**config.mk**
```make
export PLATFORM = sky130hd
export DESIGN_NAME = printable_string_extractor
export DESIGN_NICKNAME = d
export VERILOG_FILES = /design/src/sv/psx_pkg.sv /design/src/sv/psx_classify.sv /design/src/sv/psx_run_tracker.sv /design/src/sv/printable_string_extractor.sv
export SDC_FILE = /design/constraint.sdc
export NUM_CORES = 1
export LEC_CHECK = 0
export BUFFER_PORTS_ARGS = -buffer_cell sky130_fd_sc_hd__buf_2
export CORE_MARGIN = 10
export CORE_UTILIZATION = 39
export DETAILED_ROUTE_END_ITERATION = 8
export HOLD_SLACK_MARGIN = 0.03
export PLACE_DENSITY = 0.54
export SLEW_MARGIN = 20
export SYNTH_ARGS = -nofsm -noshare
export SYNTH_HDL_FRONTEND = slang
export SYNTH_SLANG_ARGS = --single-unit
```
**constraint.sdc**
```tcl
create_clock -name clk -period 10.9 [get_ports clk]
set_input_delay 2.18 -clock clk [delete_from_list [all_inputs] [get_ports clk]]
set_output_delay 2.18 -clock clk [all_outputs]
set_load 0.005 [all_outputs]
```
**src/sv/psx_pkg.sv**
```systemverilog
// Package for the printable string extractor: payload structs, config struct,
// encoding codes, class enable bit positions and counter width.
// No dependencies.
`default_nettype none

package psx_pkg;

  localparam int OFFSET_BITS = 32;
  localparam int OUT_BITS    = 32;

  localparam logic [1:0] ENC_ASCII   = 2'd0;
  localparam logic [1:0] ENC_UTF16LE = 2'd1;
  localparam logic [1:0] ENC_UTF16BE = 2'd2;

  localparam logic [1:0] REG_CLASS_ENABLES = 2'd0;
  localparam logic [1:0] REG_MIN_RUN       = 2'd1;
  localparam logic [1:0] REG_ENCODING      = 2'd2;
  localparam logic [1:0] REG_NEED_NULL_END = 2'd3;

  localparam int CLS_LOWER  = 0;
  localparam int CLS_UPPER  = 1;
  localparam int CLS_DIGIT  = 2;
  localparam int CLS_SPACE  = 3;
  localparam int CLS_UNDER  = 4;
  localparam int CLS_SYMBOL = 5;
  localparam int CLS_LF     = 6;

  localparam logic [6:0]  CLASS_ENABLES_RST = 7'h7F;
  localparam logic [15:0] MIN_RUN_RST       = 16'd4;

  typedef logic [OFFSET_BITS-1:0] offset_t;

  typedef struct packed {
    logic [7:0] data_byte;
    logic       region_end;
  } in_item_t;

  typedef struct packed {
    logic [OUT_BITS-1:0] run_offset;
    logic [OUT_BITS-1:0] run_length;
  } out_item_t;

  typedef struct packed {
    logic [6:0]  class_enables;
    logic [15:0] min_run;
    logic [1:0]  encoding;
    logic        need_null_end;
  } cfg_t;

  function automatic logic [OUT_BITS-1:0] to_out(input offset_t v);
    logic [OFFSET_BITS+OUT_BITS-1:0] ext;
    ext = {{OUT_BITS{1'b0}}, v};
    return ext[OUT_BITS-1:0];
  endfunction

endpackage

`default_nettype wire

```
**src/sv/psx_classify.sv**
```systemverilog
// Byte classifier: tests one byte against the enabled character classes
// and applies the UTF-16 zero byte rule. Depends on psx_pkg.
`default_nettype none

module psx_classify
  import psx_pkg::*;
(
  input  var logic [7:0] data_byte,
  input  var cfg_t       cfg,
  input  var logic       count_odd,
  output var logic       byte_ok
);

  logic lower, upper, digit, blank, under, punct, lf, cls_ok, is_zero;

  always_comb begin
    lower  = data_byte >= 8'h61 && data_byte <= 8'h7A;
    upper  = data_byte >= 8'h41 && data_byte <= 8'h5A;
    digit  = data_byte >= 8'h30 && data_byte <= 8'h39;
    blank  = data_byte == 8'h20 || data_byte == 8'h09 ||
             data_byte == 8'h0B || data_byte == 8'h0C;
    under  = data_byte == 8'h5F;
    punct  = (data_byte >= 8'h21 && data_byte <= 8'h2F) ||
             (data_byte >= 8'h3A && data_byte <= 8'h40) ||
             (data_byte >= 8'h5B && data_byte <= 8'h60) ||
             (data_byte >= 8'h7B && data_byte <= 8'h7E);
    lf     = data_byte == 8'h0D || data_byte == 8'h0A;
    is_zero = data_byte == 8'h00;
    cls_ok = (cfg.class_enables[CLS_LOWER]  && lower) ||
             (cfg.class_enables[CLS_UPPER]  && upper) ||
             (cfg.class_enables[CLS_DIGIT]  && digit) ||
             (cfg.class_enables[CLS_SPACE]  && blank) ||
             (cfg.class_enables[CLS_UNDER]  && under) ||
             (cfg.class_enables[CLS_SYMBOL] && punct) ||
             (cfg.class_enables[CLS_LF]     && lf);
    byte_ok = cls_ok;
    case (cfg.encoding)
      ENC_UTF16LE: if (count_odd) byte_ok = is_zero;
      ENC_UTF16BE: if (!count_odd) byte_ok = is_zero;
      default: byte_ok = cls_ok;
    endcase
  end

endmodule

`default_nettype wire

```
**src/sv/psx_run_tracker.sv**
```systemverilog
// Run tracker: keeps run start offset and byte count, decides when a run
// ends and whether it is reported. Depends on psx_pkg and psx_classify.
`default_nettype none

module psx_run_tracker
  import psx_pkg::*;
(
  input  var logic      clk,
  input  var logic      rst,
  input  var logic      step,
  input  var in_item_t  item,
  input  var cfg_t      cfg,
  output var logic      emit,
  output var out_item_t result
);

  offset_t start_offset, start_offset_next;
  offset_t char_count, char_count_next;
  offset_t count_inc, need;
  logic    byte_ok, run_end;

  psx_classify u_classify (
    .data_byte (item.data_byte),
    .cfg       (cfg),
    .count_odd (char_count[0]),
    .byte_ok   (byte_ok)
  );

  always_comb begin
    need = (cfg.min_run == 16'd0) ? offset_t'(1) : offset_t'(cfg.min_run);
    count_inc = byte_ok ? char_count + offset_t'(1) : char_count;
    run_end = !byte_ok || item.region_end;
    emit = run_end && count_inc >= need &&
           (!cfg.need_null_end || item.data_byte == 8'h00);
    result.run_offset = to_out(start_offset);
    result.run_length = to_out(count_inc);
    start_offset_next = start_offset;
    char_count_next = count_inc;
    if (run_end) begin
      start_offset_next = start_offset + count_inc + offset_t'(1);
      char_count_next = '0;
    end
    if (item.region_end) begin
      start_offset_next = '0;
      char_count_next = '0;
    end
  end

  always_ff @(posedge clk) begin
    if (rst) begin
      start_offset <= '0;
      char_count <= '0;
    end else if (step) begin
      start_offset <= start_offset_next;
      char_count <= char_count_next;
    end
  end

endmodule

`default_nettype wire

```
**src/sv/printable_string_extractor.sv**
```systemverilog
// Top level of the printable string extractor: config registers, request
// input register and result register. Depends on psx_pkg, psx_run_tracker.
//
//   channel | direction | handshake            | payload
//   in      | request   | in_valid / in_stall   | in_item_t  (data_byte, region_end)
//   out     | result    | out_valid / out_stall | out_item_t (run_offset, run_length)
//   cfg     | write     | cfg_write             | cfg_index, cfg_data
//
// One request per cycle while in_stall is low; request, then result, are registered.
// The run counter update in psx_run_tracker is a loop through its own registers.
// Reset clears config to defaults, both counters and both valid flags.
// A stalled result holds the request register; in_stall rises only then.
`default_nettype none

module printable_string_extractor
  import psx_pkg::*;
(
  input  var logic        clk,
  input  var logic        rst,
  input  var logic        in_valid,
  output var logic        in_stall,
  input  var in_item_t    in_data,
  output var logic        out_valid,
  input  var logic        out_stall,
  output var out_item_t   out_data,
  input  var logic        cfg_write,
  input  var logic [1:0]  cfg_index,
  input  var logic [15:0] cfg_data
);

  cfg_t      cfg;
  in_item_t  in_item;
  logic      in_full, advance, emit;
  out_item_t result;

  always_ff @(posedge clk) begin
    if (rst) begin
      cfg.class_enables <= CLASS_ENABLES_RST;
      cfg.min_run <= MIN_RUN_RST;
      cfg.encoding <= ENC_ASCII;
      cfg.need_null_end <= 1'b0;
    end else if (cfg_write) begin
      unique case (cfg_index)
        REG_CLASS_ENABLES: cfg.class_enables <= cfg_data[6:0];
        REG_MIN_RUN:       cfg.min_run <= cfg_data;
        REG_ENCODING:      cfg.encoding <= cfg_data[1:0];
        REG_NEED_NULL_END: cfg.need_null_end <= cfg_data[0];
        default: ;
      endcase
    end
  end

  assign advance  = in_full && (!out_valid || !out_stall);
  assign in_stall = in_full && out_valid && out_stall;

  always_ff @(posedge clk) begin
    if (rst) begin
      in_full <= 1'b0;
    end else if (in_valid && !in_stall) begin
      in_full <= 1'b1;
    end else if (advance) begin
      in_full <= 1'b0;
    end
  end

  always_ff @(posedge clk) begin
    if (in_valid && !in_stall) begin
      in_item <= in_data;
    end
  end

  psx_run_tracker u_tracker (
    .clk    (clk),
    .rst    (rst),
    .step   (advance),
    .item   (in_item),
    .cfg    (cfg),
    .emit   (emit),
    .result (result)
  );

  always_ff @(posedge clk) begin
    if (rst) begin
      out_valid <= 1'b0;
    end else if (advance) begin
      out_valid <= emit;
    end else if (!out_stall) begin
      out_valid <= 1'b0;
    end
  end

  always_ff @(posedge clk) begin
    if (advance && emit) begin
      out_data <= result;
    end
  end

endmodule

`default_nettype wire

```
==> qor.csv, run 1 <==
metric,value,unit
run_status,"finished, final reports clean",
p_leak,3.948,nW
htree_num_levels,4,
yosysSeqAreaShare,0.4443,
hold_buffers,0,
cp_max_fo,15,
worst_setup_path_end_kind,flip-flop,
place.gp.congestion,0.8934,
nets,1116,
fin_skew,0.008690,ns
r2r-start,in_item[3]$_DFFE_PP_,
syn_inst,957,
numCtsBuffers,17,
slew_viol_final,0,
coreArea,22780,um2
final_common_cell,buf_2,
relSlewSlack,0.3012,
grt.overflow.total,0,
die_h,172.6,um
initial_core_util,0.3986,
cts_tree,yes,
final.setup.tns,0,ns
yosysWarnings,0,
dr.pass1.iters,5,
reg2reg_depth,15,
avgSynthCellArea,9.488,um2
ant_nets,0,
worst_path_max_delay_cell,a2111oi_1,
dp.cells,1328,
clock_latency,0.43,ns
synth_seq_cells,165,
numPortBuffers,97,
grt_setup_unrepaired,false,
via_per_inst,5.413,
grt_first_pass_wirelength,38.99,mm
synth_flop_cell,dfxtp_1,
finalSetupViolCount,0,
cp.arrival,6.39,ns
synthArstFlopShare,0,
synth_area_leader_cell,edfxtp_1,
critical_path.max_stage_delay,0.73,ns
irDropWorstVdd,0.08401,mV
max_cap_violations,0,
total_power,1.369,mW
grt_max_degree,67,
cpMostUsedCell,a2111oi_1,
timing.hold.ws,0.4678,ns
ff2ff_setup_slack,4.83,ns
hp-class,flip-flop to flip-flop,
die_x,172.6,um
post_drt_wl_per_cell,17.92,um
synth-edff-count,73,
netlist.area_leader.share,0.2414,
synth_nets,1039,
crit_required,11.23,ns
max_freq,164.9,MHz
postCtsSetupBuffers,0,
finalHoldViolations,0,
hpwlAfterDp,17.95,mm
power_density,131.0,nW/um2
post-route-util,0.4585,
cts-root-buf,clkbuf_16,
min_to,out_data[42]$_DFFE_PP_,
clock_path_buffers,2,
synth_cell_types,80,
drc_errors,0,
fin_crit,6.065,ns
path_clk_slew,0.07,ns
worstHoldStart,u_tracker.start_offset[10]$_SDFFE_PP0P_,
startpoint_type,flip-flop,
dieArea,29790,um2
synth_area_leaders,"edfxtp_1, dfxtp_1, ha_1, a21oi_1, nand2_1",
critical_path_class,flip-flop to flip-flop,
grt_use_total,0.1595,
grt_pass1_vias,7030,
finalCritPeriodShare,0.5564,
rr_endpoint,u_tracker.start_offset[24]$_SDFFE_PP0P_,
path_cells,or4_1 > nor4b_1 > a2111oi_1 > and4_4 > nor4_4 > nand3_1 > xnor2_1 > ha_1 > a2111oi_0 > a21oi_1 > a2111oi_1 > o21ai_0 > a31oi_1 > mux2_2 > a31o_1,
tightest_slew,1.044,ns
synth_area,9080,um2
hold_depth,0,
top_level_ports,98,
drt-total-wl,24.37,mm
diodes,0,
drive_gt1_frac,0.1691,
rows,55,
cts-resized-gates,0,
drt_iter0_markers,425,
clock_sinks,165,
nFillCells,2237,
vias,7361,
final_cell_mix,"buf_2, dfxtp_1, nand2_1, nor2_1, a21oi_1",
antenna_found_initial,0,
syn_to_final_growth,15.02,%
fin_cells,1360,
-- stage by stage --
step	worst slack, ns	area (um2)
2_1_floorplan	2.059	9080
3_3_place_gp	4.843	9828
3_5_place_dp	4.650	9828
4_1_cts	4.646	10440
5_1_grt	4.318	10440
6_report	4.835	10440
-- kinds of logic (layout without fill, tap and decap cells) --
| kind of cell | after synthesis | count (layout) | share of synthesized area |
|---|---|---|---|
| mux | 17 | 17 | 0.01929 |
| buf+inv | 84 | 174 | 0.03900 |
| simple gates | 359 | 359 | 0.2137 |
| xor+xnor | 55 | 55 | 0.05305 |
| fa+ha+maj | 50 | 50 | 0.06973 |
| compound gates | 227 | 227 | 0.1610 |
| flops | 165 | 165 | 0.4443 |
-- state kept, by name (all words and copies together) (netlist names) --
name                    flops
in_full                     1
u_tracker.start_offset     32
out_data                   64
in_item                     9
cfg                        26
out_valid                   1
u_tracker.char_count       32
-- worst max-delay path by stage --
stage | startpoint | endpoint | cells past startpoint
after floorplan | in_item[4]$_DFFE_PP_ | out_data[0]$_DFFE_PP_ | 19
after global placement | in_item[3]$_DFFE_PP_ | u_tracker.start_offset[24]$_SDFFE_PP0P_ | 15
after detailed placement | in_item[3]$_DFFE_PP_ | u_tracker.start_offset[24]$_SDFFE_PP0P_ | 15
after CTS | in_item[3]$_DFFE_PP_ | u_tracker.start_offset[24]$_SDFFE_PP0P_ | 15
after global routing | in_item[3]$_DFFE_PP_ | u_tracker.start_offset[24]$_SDFFE_PP0P_ | 15
final | in_item[3]$_DFFE_PP_ | u_tracker.start_offset[24]$_SDFFE_PP0P_ | 15
-- layout make-up --
cell class / count / area (um2) / share of cell area
clock buffer: 18 / 439.2 / 0.04205
clock inverter: 14 / 175.2 / 0.01677
inverter: 34 / 127.6 / 0.01222
multi-input combinational: 708 / 4708 / 0.4508
sequential: 165 / 4034 / 0.3862
tap: 313 / 391.6 / 0.03750
timing repair buffer: 108 / 568.0 / 0.05439
-- per-layer routing --
metal | vias to the layer above | wire [um] | track usage
met2 | 148 | 10790 | 0.2477
met5 | - | 0 | 0
met4 | 0 | 386 | 0.05038
met1 | 3488 | 12250 | 0.2201
met3 | 26 | 942 | 0.02810
li1 | 3699 | - | -
-- power breakdown --
| group | switching [mW] | internal, mW |
|---|---|---|
| sequential | 0.00844 | 0.651 |
| clock | 0.267 | 0.370 |
| combinational | 0.0483 | 0.0241 |
-- critical path, delay by kind of cell (launching register included) --
kind                     cells  cell delay, ns
AO/OA/AOI/OAI                7            2.38
XOR/XNOR                     1            0.33
adder cells (fa/ha/maj)      1            0.34
flip-flops                   1            0.57
multiplexers                 1            0.35
AND/OR/NAND/NOR              5            1.99
-- cells in the mapped netlist (all sizes together), types with 27 or more instances --
cell type,count
nand3,34
nand2,86
ha,49
clkbuf,28
nor2,82
a21oi,74
nor3,27
edfxtp,73
xnor2,32
inv,34
dfxtp,92
o21ai,45
No activity file was read; power rests on OpenSTA's default activity.
==> run 2, diff against run 1 <==
--- a/config.mk
+++ b/config.mk
@@ -10,7 +10,7 @@
 export CORE_UTILIZATION = 39
 export DETAILED_ROUTE_END_ITERATION = 8
 export HOLD_SLACK_MARGIN = 0.03
-export PLACE_DENSITY = 0.54
+export PLACE_DENSITY = 0.56
 export SLEW_MARGIN = 20
 export SYNTH_ARGS = -nofsm -noshare
 export SYNTH_HDL_FRONTEND = slang
==> constraint.sdc (replaced) <==
create_clock -name clk -period 5.3 [get_ports clk]
set_input_delay 1.06 -clock clk [delete_from_list [all_inputs] [get_ports clk]]
set_output_delay 1.06 -clock clk [all_outputs]
set_load 0.005 [all_outputs]
==> run 2 against run 1 <==
Net effect:
- highest routed layer unchanged
- clock skew grew 0.010 ns
- combinational power grew 140%
- setup slack lost 4.6 ns
- fmax grew 19%
- non-clock buffer count grew 67
- design area grew 7.5%
- core utilization grew 3.4 points
- wire length grew 3.1%
- critical path depth grew 5
- sequential power grew 110%
- register-to-register slack lost 4.6 ns
- cell count grew 4.9%
- largest power group unchanged
==> qor.csv, run 2 (synthesis results as in run 1) <==
metric,value,unit
run_status,"finished, final reports clean",
cp_max_fo,21,
dp.cells,1376,
power_density,254.1,nW/um2
final.setup.tns,0,ns
largest-register,out_data,
nFillCells,2192,
numPortBuffers,97,
drt_iter0_markers,450,
total_power,2.854,mW
finalSetupViolCount,0,
diodes,0,
post-route-util,0.4929,
relSlewSlack,0.3269,
seqPwrFrac,0.475,
drt-total-wl,25.12,mm
clock_latency,0.44,ns
tightest_slew,1.010,ns
clock_path_buffers,2,
grtUsageMet3,0.03638,
fin_skew,0.01887,ns
ff_latch_area,4034,um2
cp_num_buf_inv,3,
grt.met2_usage,0.2659,
hp-class,flip-flop to flip-flop,
nets,1183,
switching_power,694.1,uW
critical_path.max_stage_delay,0.49,ns
finalCritPeriodShare,0.9612,
crit_required,5.50,ns
finalHoldViolations,0,
slew_viol_final,0,
grt_setup_unrepaired,true,
cp.arrival,5.30,ns
drc_errors,0,
fin_crit,5.094,ns
grt-busiest-layer,met2,
sw_frac_of_total,0.2432,
max_cap_violations,0,
die_x,172.6,um
largest_reg_flops,64,
vias,7699,
hpwlAfterDp,18.53,mm
initial_core_util,0.3986,
cts-root-buf,clkbuf_16,
path_cells,buf_4 > or4b_1 > a211oi_2 > a2111oi_2 > and4_4 > nor4_4 > nand3_2 > xnor2_2 > ha_1 > a21o_1 > a21o_1 > a21o_1 > a21o_1 > a211oi_1 > o21ai_1 > a211o_1 > nor4_4 > a211oi_4 > buf_12 > buf_12,
multi_input_area,4951,um2
htree_num_levels,4,
grt.overflow.total,0,
clock_sinks,165,
stdcell_area,11230,um2
die_h,172.6,um
grt_use_total,0.1638,
final_cell_mix,"buf_2, dfxtp_1, nand2_1, nor2_1, buf_4",
p_clk_frac,0.463,
final_common_cell,buf_2,
cp_top_family,compound AO/OA/AOI/OAI gates,
dpl-instance-area,10250,um2
cpMostUsedCell,a21o_1,
dr.pass1.iters,4,
place.gp.congestion,0.8646,
worst_path_max_delay_cell,or4b_1,
drive_gt1_frac,0.2487,
fin_cells,1427,
grt_pass1_vias,7406,
worst_setup_path_end_kind,flip-flop,
critical_path_class,flip-flop to flip-flop,
met1_usage,0.2145,
max_freq,196.3,MHz
grt_first_pass_wirelength,40.15,mm
grt_max_degree,60,
reg_top3,"out_data (64), u_tracker.char_count (32), u_tracker.start_offset (32)",
via_per_inst,5.395,
top_level_ports,98,
p_leak,4.433,nW
post_drt_wl_per_cell,17.60,um
syn_to_final_growth,23.66,%
irDropWorstVdd,0.2198,mV
cts_tree,yes,
p_comb_frac,0.062,
dieArea,29790,um2
rows,55,
path_clk_slew,0.07,ns
ant_nets,0,
numCtsBuffers,17,
coreArea,22780,um2
internal_power,2.159,mW
startpoint_type,flip-flop,
antenna_found_initial,0,
## run 2: changes by cell type in the layout (fill, tap and decap cells not counted), sizes merged
cell,previous run,this run
inv,38,40
clkinv,5,4
clkbuf,18,17
buf,108,175
## run 2: worst paths after layout
kind | end | slack [ns] | startpoint | cells past startpoint
hold reg to reg | cfg[3]$_SDFFE_PP0P_ | 0.46 | cfg[3]$_SDFFE_PP0P_ | 2
hold / removal | cfg[3]$_SDFFE_PP0P_ | 0.46 | cfg[3]$_SDFFE_PP0P_ | 2
setup reg to reg | out_data[26]$_DFFE_PP_ | 0.21 | in_item[4]$_DFFE_PP_ | 20
setup / recovery | out_data[26]$_DFFE_PP_ | 0.21 | in_item[4]$_DFFE_PP_ | 20
## run 2: per-layer routing
layer | vias up | part of all wire
met4 | 0 | 0.014
li1 | 3819 | -
met2 | 184 | 0.46
met1 | 3668 | 0.48
met3 | 28 | 0.048
met5 | - | 0
## run 2: cell type report
| class | count | share of cell area |
|---|---|---|
| multi-input combinational | 708 | 0.4409 |
| sequential | 165 | 0.3593 |
| timing repair buffer | 175 | 0.09873 |
| tap | 313 | 0.03488 |
| clock inverter | 15 | 0.01694 |
| clock buffer | 17 | 0.03789 |
| inverter | 34 | 0.01137 |
## run 2: timing repair
action,CTS,global route
setup endpoints to repair,58,76
hold buffers,0,0
setup buffers,6,13
pin swaps,1,14
cloned,0,0
resized for setup,6,34
## run 2: power by group through the flow
stage	logic [mW]	clock network (mW)	registers, mW
6_report	0.177	1.32	1.36
5_1_grt	0.195	1.40	1.36
3_5_place_dp	0.158	0	1.39
2_1_floorplan	0.105	0	1.38
4_1_cts	0.162	1.35	1.36
3_3_place_gp	0.158	0	1.38
## run 2: stage by stage
stage	worst slack [ns]	hold WS, ns
after floorplan	-0.06818	0.4305
after global placement	-0.06246	0.4483
after detailed placement	-0.1522	0.4545
after CTS	0.03077	0.4654
after global routing	-0.05029	0.4792
final	0.2058	0.4648
## run 2: tightest hold or removal path: stages, from the launching register on
cell,delay [ns]
dfxtp_1,0.31
nand2_1,0.05
a21oi_1,0.05
==> run 3, diff against run 2 <==
--- a/config.mk
+++ b/config.mk
@@ -9,7 +9,7 @@
 export CORE_MARGIN = 10
 export CORE_UTILIZATION = 39
 export DETAILED_ROUTE_END_ITERATION = 8
-export HOLD_SLACK_MARGIN = 0.03
+export GPL_ROUTABILITY_DRIVEN = 0
 export PLACE_DENSITY = 0.56
 export SLEW_MARGIN = 20
 export SYNTH_ARGS = -nofsm -noshare
==> constraint.sdc (replaced) <==
create_clock -name clk -period 5.3 [get_ports clk]
set_input_delay 0.795 -clock clk [delete_from_list [all_inputs] [get_ports clk]]
set_output_delay 0.795 -clock clk [all_outputs]
set_load 0.005 [all_outputs]
==> run 3 against run 2 <==
Net effect:
- worst hold slack improved by 0.0029 ns
- via count down 0.84%
- sequential cell count unchanged
- critical path depth unchanged
- cell count down 0.21%
- combinational power hardly changed
- core utilization about the same
==> qor.csv, run 3 (synthesis results as in run 1) <==
metric,value,unit
run_status,"finished, final reports clean",
finalSetupViolCount,0,
critical_path.max_stage_delay,0.49,ns
irDropWorstVdd,0.1952,mV
crit_required,5.49,ns
largest-register,out_data,
die_x,172.6,um
grt_use_total,0.1636,
fin_skew,0.009019,ns
vias,7634,
fin_crit,5.128,ns
critical_path_class,flip-flop to flip-flop,
nFillCells,2159,
startpoint_type,flip-flop,
diodes,0,
max_cap_violations,0,
power_density,266.8,nW/um2
wl_met3,1.194,mm
min_to,cfg[3]$_SDFFE_PP0P_,
final_cell_mix,"buf_2, dfxtp_1, nand2_1, nor2_1, edfxtp_1",
path_clk_slew,0.07,ns
cp.arrival,5.31,ns
hpwlAfterDp,18.50,mm
reg2reg_depth,20,
top_level_ports,98,
clock_latency,0.43,ns
post-route-util,0.4925,
drt-total-wl,25.01,mm
grt_max_degree,61,
grt.overflow.total,0,
clock_sinks,165,
tightest_slew,1.033,ns
finalCritPeriodShare,0.9675,
r2r-start,in_item[4]$_DFFE_PP_,
total_power,2.993,mW
slew_viol_final,0,
cts-root-buf,clkbuf_16,
drive_gt1_frac,0.2385,
syn_to_final_growth,23.55,%
dpl-instance-area,10280,um2
worstHoldStart,cfg[3]$_SDFFE_PP0P_,
cts_tree,yes,
reg_top3,"out_data (64), u_tracker.char_count (32), u_tracker.start_offset (32)",
dieArea,29790,um2
max_freq,195.0,MHz
via_per_inst,5.361,
initial_core_util,0.3986,
numCtsBuffers,17,
routedLengthMet1,12.11,mm
grt_pass1_vias,7279,
finalHoldViolations,0,
drc_errors,0,
ff2ff_setup_slack,0.17,ns
numPortBuffers,97,
clock_path_buffers,2,
worst_setup_path_end_kind,flip-flop,
grt_first_pass_wirelength,40.19,mm
htree_num_levels,4,
worst_path_max_delay_cell,or4b_1,
hp-class,flip-flop to flip-flop,
largest_reg_flops,64,
rr_endpoint,out_data[26]$_DFFE_PP_,
cpMostUsedCell,a21o_1,
rows,55,
antenna_found_initial,0,
p_leak,4.401,nW
coreArea,22780,um2
die_h,172.6,um
fin_cells,1424,
path_cells,buf_4 > or4b_1 > a211oi_2 > a2111oi_2 > and4_4 > nor4_4 > nand3_2 > xnor2_4 > ha_1 > a21o_1 > a21o_1 > a21o_1 > a21o_1 > a211oi_1 > o21ai_1 > a211o_1 > nor4_4 > a211oi_4 > buf_4 > buf_12,
final_common_cell,buf_2,
routed.top_layer,met4,
dp.cells,1380,
relSlewSlack,0.3110,
dr.pass1.iters,5,
stdcell_area,11220,um2
nets,1180,
hold_depth,2,
ant_nets,0,
drt_iter0_markers,515,
post_drt_wl_per_cell,17.56,um
cp_max_fo,27,
wl_met2,11.40,mm
==> run 3: cell count changes in the layout (fill, tap and decap cells not counted), sizes merged <==
cell,delta
bufinv,+3
clkinv,-2
inv,+1
clkinvlp,-2
buf,-4
dlymetal6s2s,+1
==> run 3: layout make-up <==
cell class | instances | area (um2) | area share
Clock buffer | 17 | 425.4 | 0.03792
Inverter | 34 | 127.6 | 0.01138
Multi-Input combinational cell | 708 | 4901 | 0.4369
Sequential cell | 165 | 4034 | 0.3596
Clock inverter | 15 | 260.3 | 0.02320
Tap cell | 313 | 391.6 | 0.03491
Timing Repair Buffer | 172 | 1079 | 0.09614
==> run 3: how the worst max path moves through the flow <==
stage,start,endpoint,slack (ns),cells after the start
final,in_item[4]$_DFFE_PP_,out_data[26]$_DFFE_PP_,0.17,20
after global routing,in_item[4]$_DFFE_PP_,u_tracker.start_offset[31]$_SDFFE_PP0P_,-0.02,21
after CTS,in_item[4]$_DFFE_PP_,out_data[53]$_DFFE_PP_,0.04,20
after detailed placement,in_item[2]$_DFFE_PP_,u_tracker.start_offset[30]$_SDFFE_PP0P_,-0.32,17
after global placement,in_item[2]$_DFFE_PP_,u_tracker.start_offset[30]$_SDFFE_PP0P_,-0.22,17
after floorplan,in_item[4]$_DFFE_PP_,out_data[0]$_DFFE_PP_,-0.07,19
==> run 3: power by group <==
part           switching [mW]  internal, mW  leakage, nW
sequential             0.0161          1.34         1.31
combinational           0.109        0.0660         2.75
clock                   0.565         0.899        0.337
total                   0.690          2.30         4.40
==> run 3: what timing repair did <==
action                                  4_1_cts  5_1_grt
pin swaps                                     1       11
endpoints found under the setup margin       66       76
buffers inserted                              3        9
hold buffers                                  0        0
resized for setup                             5       25
==> run 3: worst max-delay path: cells and delay by family, from the launching register on <==
kind / cells / cell delay [ns]
AOI/OAI and AO/OA: 10 / 1.76
xor gates and xnor gates: 1 / 0.24
adders and majority gates: 1 / 0.28
buffers and inverters: 3 / 0.55
DFF: 1 / 0.46
and+or+nand+nor: 5 / 1.56
==> run 3: stage by stage <==
| step | hold WS (ns) | setup TNS, ns | setup slack (ns) |
|---|---|---|---|
| after floorplan | 0.4305 | -4.364 | -0.06818 |
| after global placement | 0.4500 | -11.59 | -0.2167 |
| after detailed placement | 0.4546 | -11.51 | -0.3189 |
| after CTS | 0.4715 | 0 | 0.04414 |
| after global routing | 0.4953 | -0.05209 | -0.02010 |
| final | 0.4677 | 0 | 0.1720 |
==> run 3: layer usage <==
layer	global-route usage	vias up
met2	0.2609	196
met4	0.03733	0
met1	0.2228	3600
met5	0	-
li1	-	3810
met3	0.03311	28
